[config.mk]
export PLATFORM = sky130hd
export DESIGN_NAME = binlog_event_crc32_verify
export DESIGN_NICKNAME = d
export VERILOG_FILES = /design/src/hw/rtl/bcrc_pkg.sv /design/src/hw/rtl/bcrc_core.sv /design/src/hw/rtl/binlog_event_crc32_verify.sv
export SDC_FILE = /design/constraint.sdc
export NUM_CORES = 1
export LEC_CHECK = 0
export BUFFER_PORTS_ARGS = -buffer_cell sky130_fd_sc_hd__buf_2
export CORE_UTILIZATION = 40
export CTS_BUF_LIST = sky130_fd_sc_hd__clkbuf_4 sky130_fd_sc_hd__clkbuf_8
export DETAILED_ROUTE_END_ITERATION = 8
export GPL_ROUTABILITY_DRIVEN = 1
export MAX_ROUTING_LAYER = met4
export PLACE_DENSITY_LB_ADDON = 0.12
export SLEW_MARGIN = 5
export SYNTH_ARGS = -nofsm -noshare
export SYNTH_HDL_FRONTEND = slang
export SYNTH_SLANG_ARGS = --single-unit
[constraint.sdc]
create_clock -name clk -period 6.26 [get_ports clk]
set_input_delay 0.313 -clock clk [delete_from_list [all_inputs] [get_ports clk]]
set_output_delay 0.313 -clock clk [all_outputs]
set_load 0.05 [all_outputs]
[src/hw/rtl/bcrc_pkg.sv]
// ----------------------------------------------------------------------------
// bcrc_pkg
// Shared types, constants and the byte-wide CRC-32 update for the event
// trailer checker.
// ----------------------------------------------------------------------------
`default_nettype none

package bcrc_pkg;

  // trailer length in bytes and CRC constants
  localparam int unsigned TRAILER_BYTES = 4;
  localparam logic [31:0] CRC_POLY      = 32'hEDB8_8320;
  localparam logic [31:0] CRC_INIT      = 32'hFFFF_FFFF;
  localparam logic [31:0] CRC_XOROUT    = 32'hFFFF_FFFF;

  // configuration port geometry
  localparam int unsigned CFG_ADDR_W = 5;
  localparam int unsigned REG_IDX_W  = 3;

  // register indexes
  localparam logic [REG_IDX_W-1:0] REG_CHECK_ENABLE     = 3'd0;
  localparam logic [REG_IDX_W-1:0] REG_TYPE_OFFSET      = 3'd1;
  localparam logic [REG_IDX_W-1:0] REG_FLAGS_POS        = 3'd2;
  localparam logic [REG_IDX_W-1:0] REG_FORMAT_DESC_TYPE = 3'd3;
  localparam logic [REG_IDX_W-1:0] REG_IN_USE_MASK      = 3'd4;

  // reset values of the registers
  localparam logic       RST_CHECK_ENABLE     = 1'b1;
  localparam logic [7:0] RST_TYPE_OFFSET      = 8'd4;
  localparam logic [7:0] RST_FLAGS_POS        = 8'd17;
  localparam logic [7:0] RST_FORMAT_DESC_TYPE = 8'd15;
  localparam logic [7:0] RST_IN_USE_MASK      = 8'd1;

  // input transaction payload
  typedef struct packed {
    logic [7:0] data_byte;
    logic       last_byte;
  } in_item_t;

  // result transaction payload
  typedef struct packed {
    logic        mismatch;
    logic        too_short;
    logic [31:0] computed_crc;
    logic [31:0] received_crc;
  } out_item_t;

  // configuration seen by the checking core
  typedef struct packed {
    logic       check_enable;
    logic [7:0] type_offset;
    logic [7:0] flags_pos;
    logic [7:0] format_desc_type;
    logic [7:0] in_use_mask;
  } cfg_t;

  // reflected CRC-32 over one byte, unrolled into an xor network
  function automatic logic [31:0] crc32_byte(input logic [31:0] crc, input logic [7:0] b);
    logic [31:0] c;
    c = crc ^ {24'd0, b};
    for (int i = 0; i < 8; i++) begin
      c = c[0] ? ((c >> 1) ^ CRC_POLY) : (c >> 1);
    end
    return c;
  endfunction

endpackage

`default_nettype wire

[src/hw/rtl/bcrc_core.sv]
// ----------------------------------------------------------------------------
// bcrc_core
// Per-event state of the trailer checker: position counter, format
// description detection, four-byte trailer delay line and CRC accumulator.
// ----------------------------------------------------------------------------
`default_nettype none

module bcrc_core #(
  parameter int unsigned POSITION_WIDTH = 16
) (
  input  wire logic              clk,
  input  wire logic              rst_n,
  input  wire logic              step,
  input  wire bcrc_pkg::in_item_t item,
  input  wire bcrc_pkg::cfg_t    cfg,
  output logic                   res_valid,
  output bcrc_pkg::out_item_t    res
);
  import bcrc_pkg::*;

  localparam logic [POSITION_WIDTH-1:0] POS_MAX = {POSITION_WIDTH{1'b1}};

  logic [POSITION_WIDTH-1:0] pos_r, pos_nxt;
  logic                      fd_r, fd_nxt;
  logic [31:0]               crc_r, crc_nxt;
  logic [7:0]                dly_r [TRAILER_BYTES];
  logic [7:0]                dly_nxt [TRAILER_BYTES];

  logic                      fd_now;
  logic [7:0]                b_mod;
  logic [31:0]               crc_upd;
  logic [31:0]               received;
  logic [31:0]               computed;
  logic                      short_ev;

  // type detection and flag clearing on the incoming byte
  always_comb begin
    fd_now = fd_r;
    if (pos_r == POSITION_WIDTH'(cfg.type_offset)) begin
      fd_now = (item.data_byte == cfg.format_desc_type);
    end
    b_mod = item.data_byte;
    if ((pos_r == POSITION_WIDTH'(cfg.flags_pos)) && fd_now) begin
      b_mod = item.data_byte & ~cfg.in_use_mask;
    end
  end

  // oldest delayed byte enters the crc once the line is full
  assign crc_upd = (pos_r >= POSITION_WIDTH'(TRAILER_BYTES))
                 ? crc32_byte(crc_r, dly_r[TRAILER_BYTES-1]) : crc_r;

  // trailer as little-endian word: newest byte is the top byte
  assign received = {b_mod, dly_r[0], dly_r[1], dly_r[2]};
  assign computed = crc_upd ^ CRC_XOROUT;
  assign short_ev = pos_r < POSITION_WIDTH'(TRAILER_BYTES - 1);

  always_comb begin
    res_valid        = step && item.last_byte;
    res.too_short    = short_ev;
    res.computed_crc = computed;
    res.received_crc = received;
    res.mismatch     = cfg.check_enable && (short_ev || (computed != received));
  end

  // next state, cleared after the last byte of an event
  always_comb begin
    pos_nxt = pos_r;
    fd_nxt  = fd_r;
    crc_nxt = crc_r;
    for (int i = 0; i < TRAILER_BYTES; i++) begin
      dly_nxt[i] = dly_r[i];
    end
    if (step) begin
      if (item.last_byte) begin
        pos_nxt = '0;
        fd_nxt  = 1'b0;
        crc_nxt = CRC_INIT;
        for (int i = 0; i < TRAILER_BYTES; i++) begin
          dly_nxt[i] = 8'd0;
        end
      end else begin
        pos_nxt = (pos_r != POS_MAX) ? pos_r + 1'b1 : pos_r;
        fd_nxt  = fd_now;
        crc_nxt = crc_upd;
        dly_nxt[0] = b_mod;
        for (int i = 1; i < TRAILER_BYTES; i++) begin
          dly_nxt[i] = dly_r[i-1];
        end
      end
    end
  end

  // state registers
  always_ff @(posedge clk) begin
    if (!rst_n) begin
      pos_r <= '0;
      fd_r  <= 1'b0;
      crc_r <= CRC_INIT;
      for (int i = 0; i < TRAILER_BYTES; i++) begin
        dly_r[i] <= 8'd0;
      end
    end else begin
      pos_r <= pos_nxt;
      fd_r  <= fd_nxt;
      crc_r <= crc_nxt;
      for (int i = 0; i < TRAILER_BYTES; i++) begin
        dly_r[i] <= dly_nxt[i];
      end
    end
  end

endmodule

`default_nettype wire

[src/hw/rtl/binlog_event_crc32_verify.sv]
// ----------------------------------------------------------------------------
// binlog_event_crc32_verify
// Checks the little-endian CRC-32 trailer of serialized log events.
// ----------------------------------------------------------------------------
// The block takes one event byte per transaction and sustains one byte per
// clock cycle while the output register is free or being read; the limit is
// the byte-wide CRC-32 update on the accumulator register. A byte is held in
// an input register until it is processed; when it carries the last-byte
// marker, its result then goes to the output register. While a result waits
// there, the byte behind it is held back. Results are produced only on last
// bytes; events shorter than four bytes are flagged as too short. Registers
// must be written over the APB port only while no event is in flight; the block does not enforce this.
`default_nettype none

module binlog_event_crc32_verify #(
  parameter int unsigned POSITION_WIDTH = 16
) (
  input  wire logic                              clk,
  input  wire logic                              rst_n,
  // input channel
  input  wire logic                              in_valid,
  output logic                                   in_ready,
  input  wire bcrc_pkg::in_item_t                in_data,
  // result channel
  output logic                                   out_valid,
  input  wire logic                              out_ready,
  output bcrc_pkg::out_item_t                    out_data,
  // configuration port
  input  wire logic                              psel,
  input  wire logic                              penable,
  input  wire logic                              pwrite,
  input  wire logic [bcrc_pkg::CFG_ADDR_W-1:0]   paddr,
  input  wire logic [31:0]                       pwdata,
  output logic [31:0]                            prdata,
  output logic                                   pready
);
  import bcrc_pkg::*;

  cfg_t                 cfg_r;
  logic [REG_IDX_W-1:0] reg_idx;
  logic                 wr_en;

  logic                 s1_valid_r;
  in_item_t             s1_item_r;
  logic                 out_valid_r;
  out_item_t            out_item_r;
  logic                 step;
  logic                 res_valid;
  out_item_t            res;

  // register access
  assign pready  = 1'b1;
  assign reg_idx = paddr[CFG_ADDR_W-1:2];
  assign wr_en   = psel && penable && pwrite && pready;

  always_ff @(posedge clk) begin
    if (!rst_n) begin
      cfg_r.check_enable     <= RST_CHECK_ENABLE;
      cfg_r.type_offset      <= RST_TYPE_OFFSET;
      cfg_r.flags_pos        <= RST_FLAGS_POS;
      cfg_r.format_desc_type <= RST_FORMAT_DESC_TYPE;
      cfg_r.in_use_mask      <= RST_IN_USE_MASK;
    end else if (wr_en) begin
      unique case (reg_idx)
        REG_CHECK_ENABLE:     cfg_r.check_enable     <= pwdata[0];
        REG_TYPE_OFFSET:      cfg_r.type_offset      <= pwdata[7:0];
        REG_FLAGS_POS:        cfg_r.flags_pos        <= pwdata[7:0];
        REG_FORMAT_DESC_TYPE: cfg_r.format_desc_type <= pwdata[7:0];
        REG_IN_USE_MASK:      cfg_r.in_use_mask      <= pwdata[7:0];
        default: ;
      endcase
    end
  end

  // register read-back
  always_comb begin
    unique case (reg_idx)
      REG_CHECK_ENABLE:     prdata = {31'd0, cfg_r.check_enable};
      REG_TYPE_OFFSET:      prdata = {24'd0, cfg_r.type_offset};
      REG_FLAGS_POS:        prdata = {24'd0, cfg_r.flags_pos};
      REG_FORMAT_DESC_TYPE: prdata = {24'd0, cfg_r.format_desc_type};
      REG_IN_USE_MASK:      prdata = {24'd0, cfg_r.in_use_mask};
      default:              prdata = 32'd0;
    endcase
  end

  // input register advances whenever the output register can take a result
  assign step     = s1_valid_r && (!out_valid_r || out_ready);
  assign in_ready = !s1_valid_r || step;

  always_ff @(posedge clk) begin
    if (!rst_n) begin
      s1_valid_r <= 1'b0;
    end else if (in_ready) begin
      s1_valid_r <= in_valid;
    end
  end

  always_ff @(posedge clk) begin
    if (in_valid && in_ready) begin
      s1_item_r <= in_data;
    end
  end

  // checking core
  bcrc_core #(
    .POSITION_WIDTH(POSITION_WIDTH)
  ) u_core (
    .clk      (clk),
    .rst_n    (rst_n),
    .step     (step),
    .item     (s1_item_r),
    .cfg      (cfg_r),
    .res_valid(res_valid),
    .res      (res)
  );

  // result register
  always_ff @(posedge clk) begin
    if (!rst_n) begin
      out_valid_r <= 1'b0;
    end else if (res_valid) begin
      out_valid_r <= 1'b1;
    end else if (out_ready) begin
      out_valid_r <= 1'b0;
    end
  end

  always_ff @(posedge clk) begin
    if (res_valid) begin
      out_item_r <= res;
    end
  end

  assign out_valid = out_valid_r;
  assign out_data  = out_item_r;

endmodule

`default_nettype wire
==> results.py <==
metrics = {
    "yosys": {
        "synth-edff-count": 75,
        "synth-simple-area-share_pct": 13.8,
        "synthXorXnorAreaFrac_pct": 17.0,
        "yosysSeqAreaShare_pct": 47.6,
        "postSynthAreaPerCell_um2": 11.0,
        "yosys_register_bits": 191,
        "synth_compound_area_share_pct": 10.1,
        "synthAdderAreaFrac_pct": 0.260,
        "ys_top_cells_by_area": "dfxtp_1 (24%), edfxtp_1 (23%), xnor2_1 (6.4%)",
        "async_reset_ff_share_pct": 0,
        "synth_top_family_by_area": "XOR/XNOR gates",
        "muxShareOfSynthArea_pct": 6.34,
        "synth_area_um2": 9610,
        "synth_top_cell_by_area": "dfxtp_1",
        "ys.flop_type": "dfxtp_1",
        "synth.distinct_cells": 62,
        "syn_inst": 877,
        "synth_top_cell_area_share_pct": 24.2,
        "ys_warn_count": 0,
    },
    "detailed_routing": {
        "drtIter0Drc": 357,
        "vias_per_cell": 5.14,
        "routedWlPerCell_um": 19.1,
        "via_count": 6642,
        "drt_pass1_iterations": 4,
        "wirelength_um": 24600,
        "drc_errors": 0,
        "ant_nets": 0,
    },
    "floorplan": {
        "fp-row-count": 56,
        "die-width_um": 157,
        "start_util_pct": 40.8,
        "ios": 154,
        "core_area_um2": 23500,
        "dieArea_um2": 24600,
        "die_h_um": 157,
    },
    "sta": {
        "fmax_ghz": 0.247,
        "finalCritPeriodShare_pct": 64.7,
        "finalSetupViolations": 0,
        "worstMarginPinSlew_ns": 1.08,
        "layout_min_cycle_time_ns": 4.05,
        "rsz0062_at_grt": "false",
        "hold_viol": 0,
        "clock_skew_ns": 0.0118,
        "timing.setup.tns_ns": 0,
        "drv_slew": 0,
        "slew_headroom_pct": 28.0,
    },
    "layout": {
        "drive_gt1_share_pct": 17.6,
        "stdcell_count": 1291,
        "nFillCells": 2284,
        "n_antenna_cell": 0,
        "post-route-util_pct": 45.7,
        "fin_nets": 1014,
        "syn2layout_area_growth_pct": 12.0,
    },
    "cts": {
        "cts_sinks": 191,
        "cts_made_buffers": 17,
        "cts_max_level": 4,
        "cts_tree": "done",
        "clkTransAtPathRegs_ns": 0.11,
        "cts_root_buffer": "clkbuf_8",
        "ctsResizeCount": 0,
        "ctsHoldBuffers": 9,
        "clk_latency_ns": 0.48,
        "cts_buffer_depth": 2,
        "post-cts-setup-buffers": 0,
    },
    "place": {
        "portBuffers": 102,
        "gp_congestion": 0.815,
        "post-place-cells": 1250,
        "dpl.hpwl_um": 17300,
    },
    "worst_setup_path": {
        "crit_required_ns": 6.47,
        "slowest_stage": "nand4_1",
        "cp.arrival_ns": 4.26,
        "start_kind": "flop",
        "critPathLaunch": "u_core.pos_r[11]",
        "endpoint_kind": "flop",
        "cp_cell_sequence": "nor4_1 > nand4_1 > mux2_4 > xor2_1 > a2111oi_2 > o2111ai_1 > nor4_1 > a41oi_1",
        "max_stage_delay_ns": 0.92,
        "cp-endpoint": "out_data[65]",
        "cp_common_cell": "nor4_1",
        "reg2reg_depth": 8,
        "timing.rr.start": "u_core.pos_r[11]",
        "critPathMaxFanout": 14,
        "worstSetupPathType": "flop to flop",
        "rrSetupSlack_ns": 2.21,
        "rr_endpoint": "out_data[65]",
    },
    "global_route": {
        "gr-total-overflow": 0,
        "antenna_found_initial": 0,
        "grt_pass1_wl_um": 38000,
        "grt_start_max_net_pins": 98,
        "grt_usage_pct": 21.5,
        "grt_pass1_vias": 6294,
    },
    "pwr": {
        "vdd_drop_max_mv": 0.132,
        "p_per_area_nw_per_um2": 243,
        "power.leakage_uw": 0.00414,
    },
    "hold_path": {
        "hold_class": "input port to flop",
    },
    "job": {
        "maxCapViolations": 0,
    },
    "run_status": {
        "status": "finished clean",
    },
}
-- how the worst min path moves through the flow --
| stage | start | endpoint | depth (start not counted) |
|---|---|---|---|
| 4_1_cts | in_valid | s1_valid_r | 3 |
| 5_1_grt | pwdata[3] | cfg_r[11] | 3 |
| 3_5_place_dp | in_data[6] | s1_item_r[6] | 1 |
| 3_3_place_gp | u_core.crc_r[14] | u_core.crc_r[14] | 2 |
| 2_1_floorplan | in_data[0] | s1_item_r[0] | 0 |
| 6_report | in_valid | s1_valid_r | 3 |
-- stage by stage --
step                      total power, uW  hold WS [ns]  instance area, um2  setup slack (ns)
after floorplan                      1730         0.412                9700              3.40
after detailed placement             1810         0.491               10300              2.18
after CTS                            2640        0.0555               10800              2.15
final                                2620        0.0718               10800              2.21
after global placement               1810         0.489               10300              2.24
after global routing                 2730        0.0664               10800              1.86
-- where the power goes --
| part | leakage [uW] | internal (uW) | switching [uW] |
|---|---|---|---|
| Combinational | 0.00229 | 159 | 267 |
| Sequential | 0.00164 | 1330 | 36.6 |
| Clock | 0.000205 | 336 | 497 |
-- per-layer routing --
metal,up-vias,share of wire (%),global-route usage [%]
li1,3220,-,-
met4,0,1.1,5.65
met2,176,43,30.4
met3,20,3.9,3.55
met5,-,0,-
met1,3226,52,31.6
-- cells in the final DEF (no fill, tap or decap), types with 15 or more instances in the layout --
cell type	count
a22oi_1	15
xnor2_1	70
o211ai_1	34
nand3b_1	28
edfxtp_1	75
nor2_1	36
buf_2	102
mux2i_1	58
a21boi_0	28
dfxtp_1	116
clkbuf_8	17
nand2_1	88
conb_1	25
nor2b_1	38
xor2_1	39
-- worst max-delay path, delay by kind of cell (launching register included) --
| family | cells | cell delay, ns |
|---|---|---|
| AND/OR/NAND/NOR | 3 | 1.81 |
| AO/OA/AOI/OAI | 3 | 0.79 |
| multiplexers | 1 | 0.66 |
| flip-flops | 1 | 0.36 |
| XOR/XNOR | 1 | 0.16 |
-- cells by family (layout without fill, tap and decap cells) --
| group | Yosys count | in the layout |
|---|---|---|
| compound gates | 135 | 135 |
| xor+xnor | 138 | 138 |
| fa+ha+maj | 2 | 2 |
| buf+inv | 93 | 165 |
| flops | 191 | 191 |
| mux | 60 | 60 |
| other cells | 2 | 25 |
| simple gates | 256 | 256 |
-- state kept, by name, summed over array words and instances, names as in the netlist --
signal and flops:
out_data 66, cfg_r 33, u_core.crc_r 32, u_core.dly_r 32
u_core.pos_r 16, s1_item_r 9, out_valid 1, s1_valid_r 1
u_core.fd_r 1
-- area by class of cell --
cell class	count	area, um2	share of cell area [%]
clock buffer	17	234	2.17
clock inverter	15	166	1.55
inverter	12	45.0	0.418
multi-input combinational	616	4670	43.4
sequential	191	4570	42.5
tap	319	399	3.71
timing repair buffer	121	676	6.28
-- synthesized netlist by cell type (7+ instances only) --
cell type	number
a21boi_0	28
a21oi_1	13
a22oi_1	15
buf_2	9
buf_4	26
clkbuf_1	43
dfxtp_1	116
edfxtp_1	75
inv_1	11
mux2i_1	58
nand2_1	89
nand3_1	13
nand3b_1	28
nand4_1	13
nor2_1	36
nor2b_1	38
nor3_1	9
o211ai_1	34
o21a_1	7
o21ai_0	8
o22ai_1	10
xnor2_1	70
xnor3_1	10
xor2_1	39
Power figures use the tool's default switching activity.
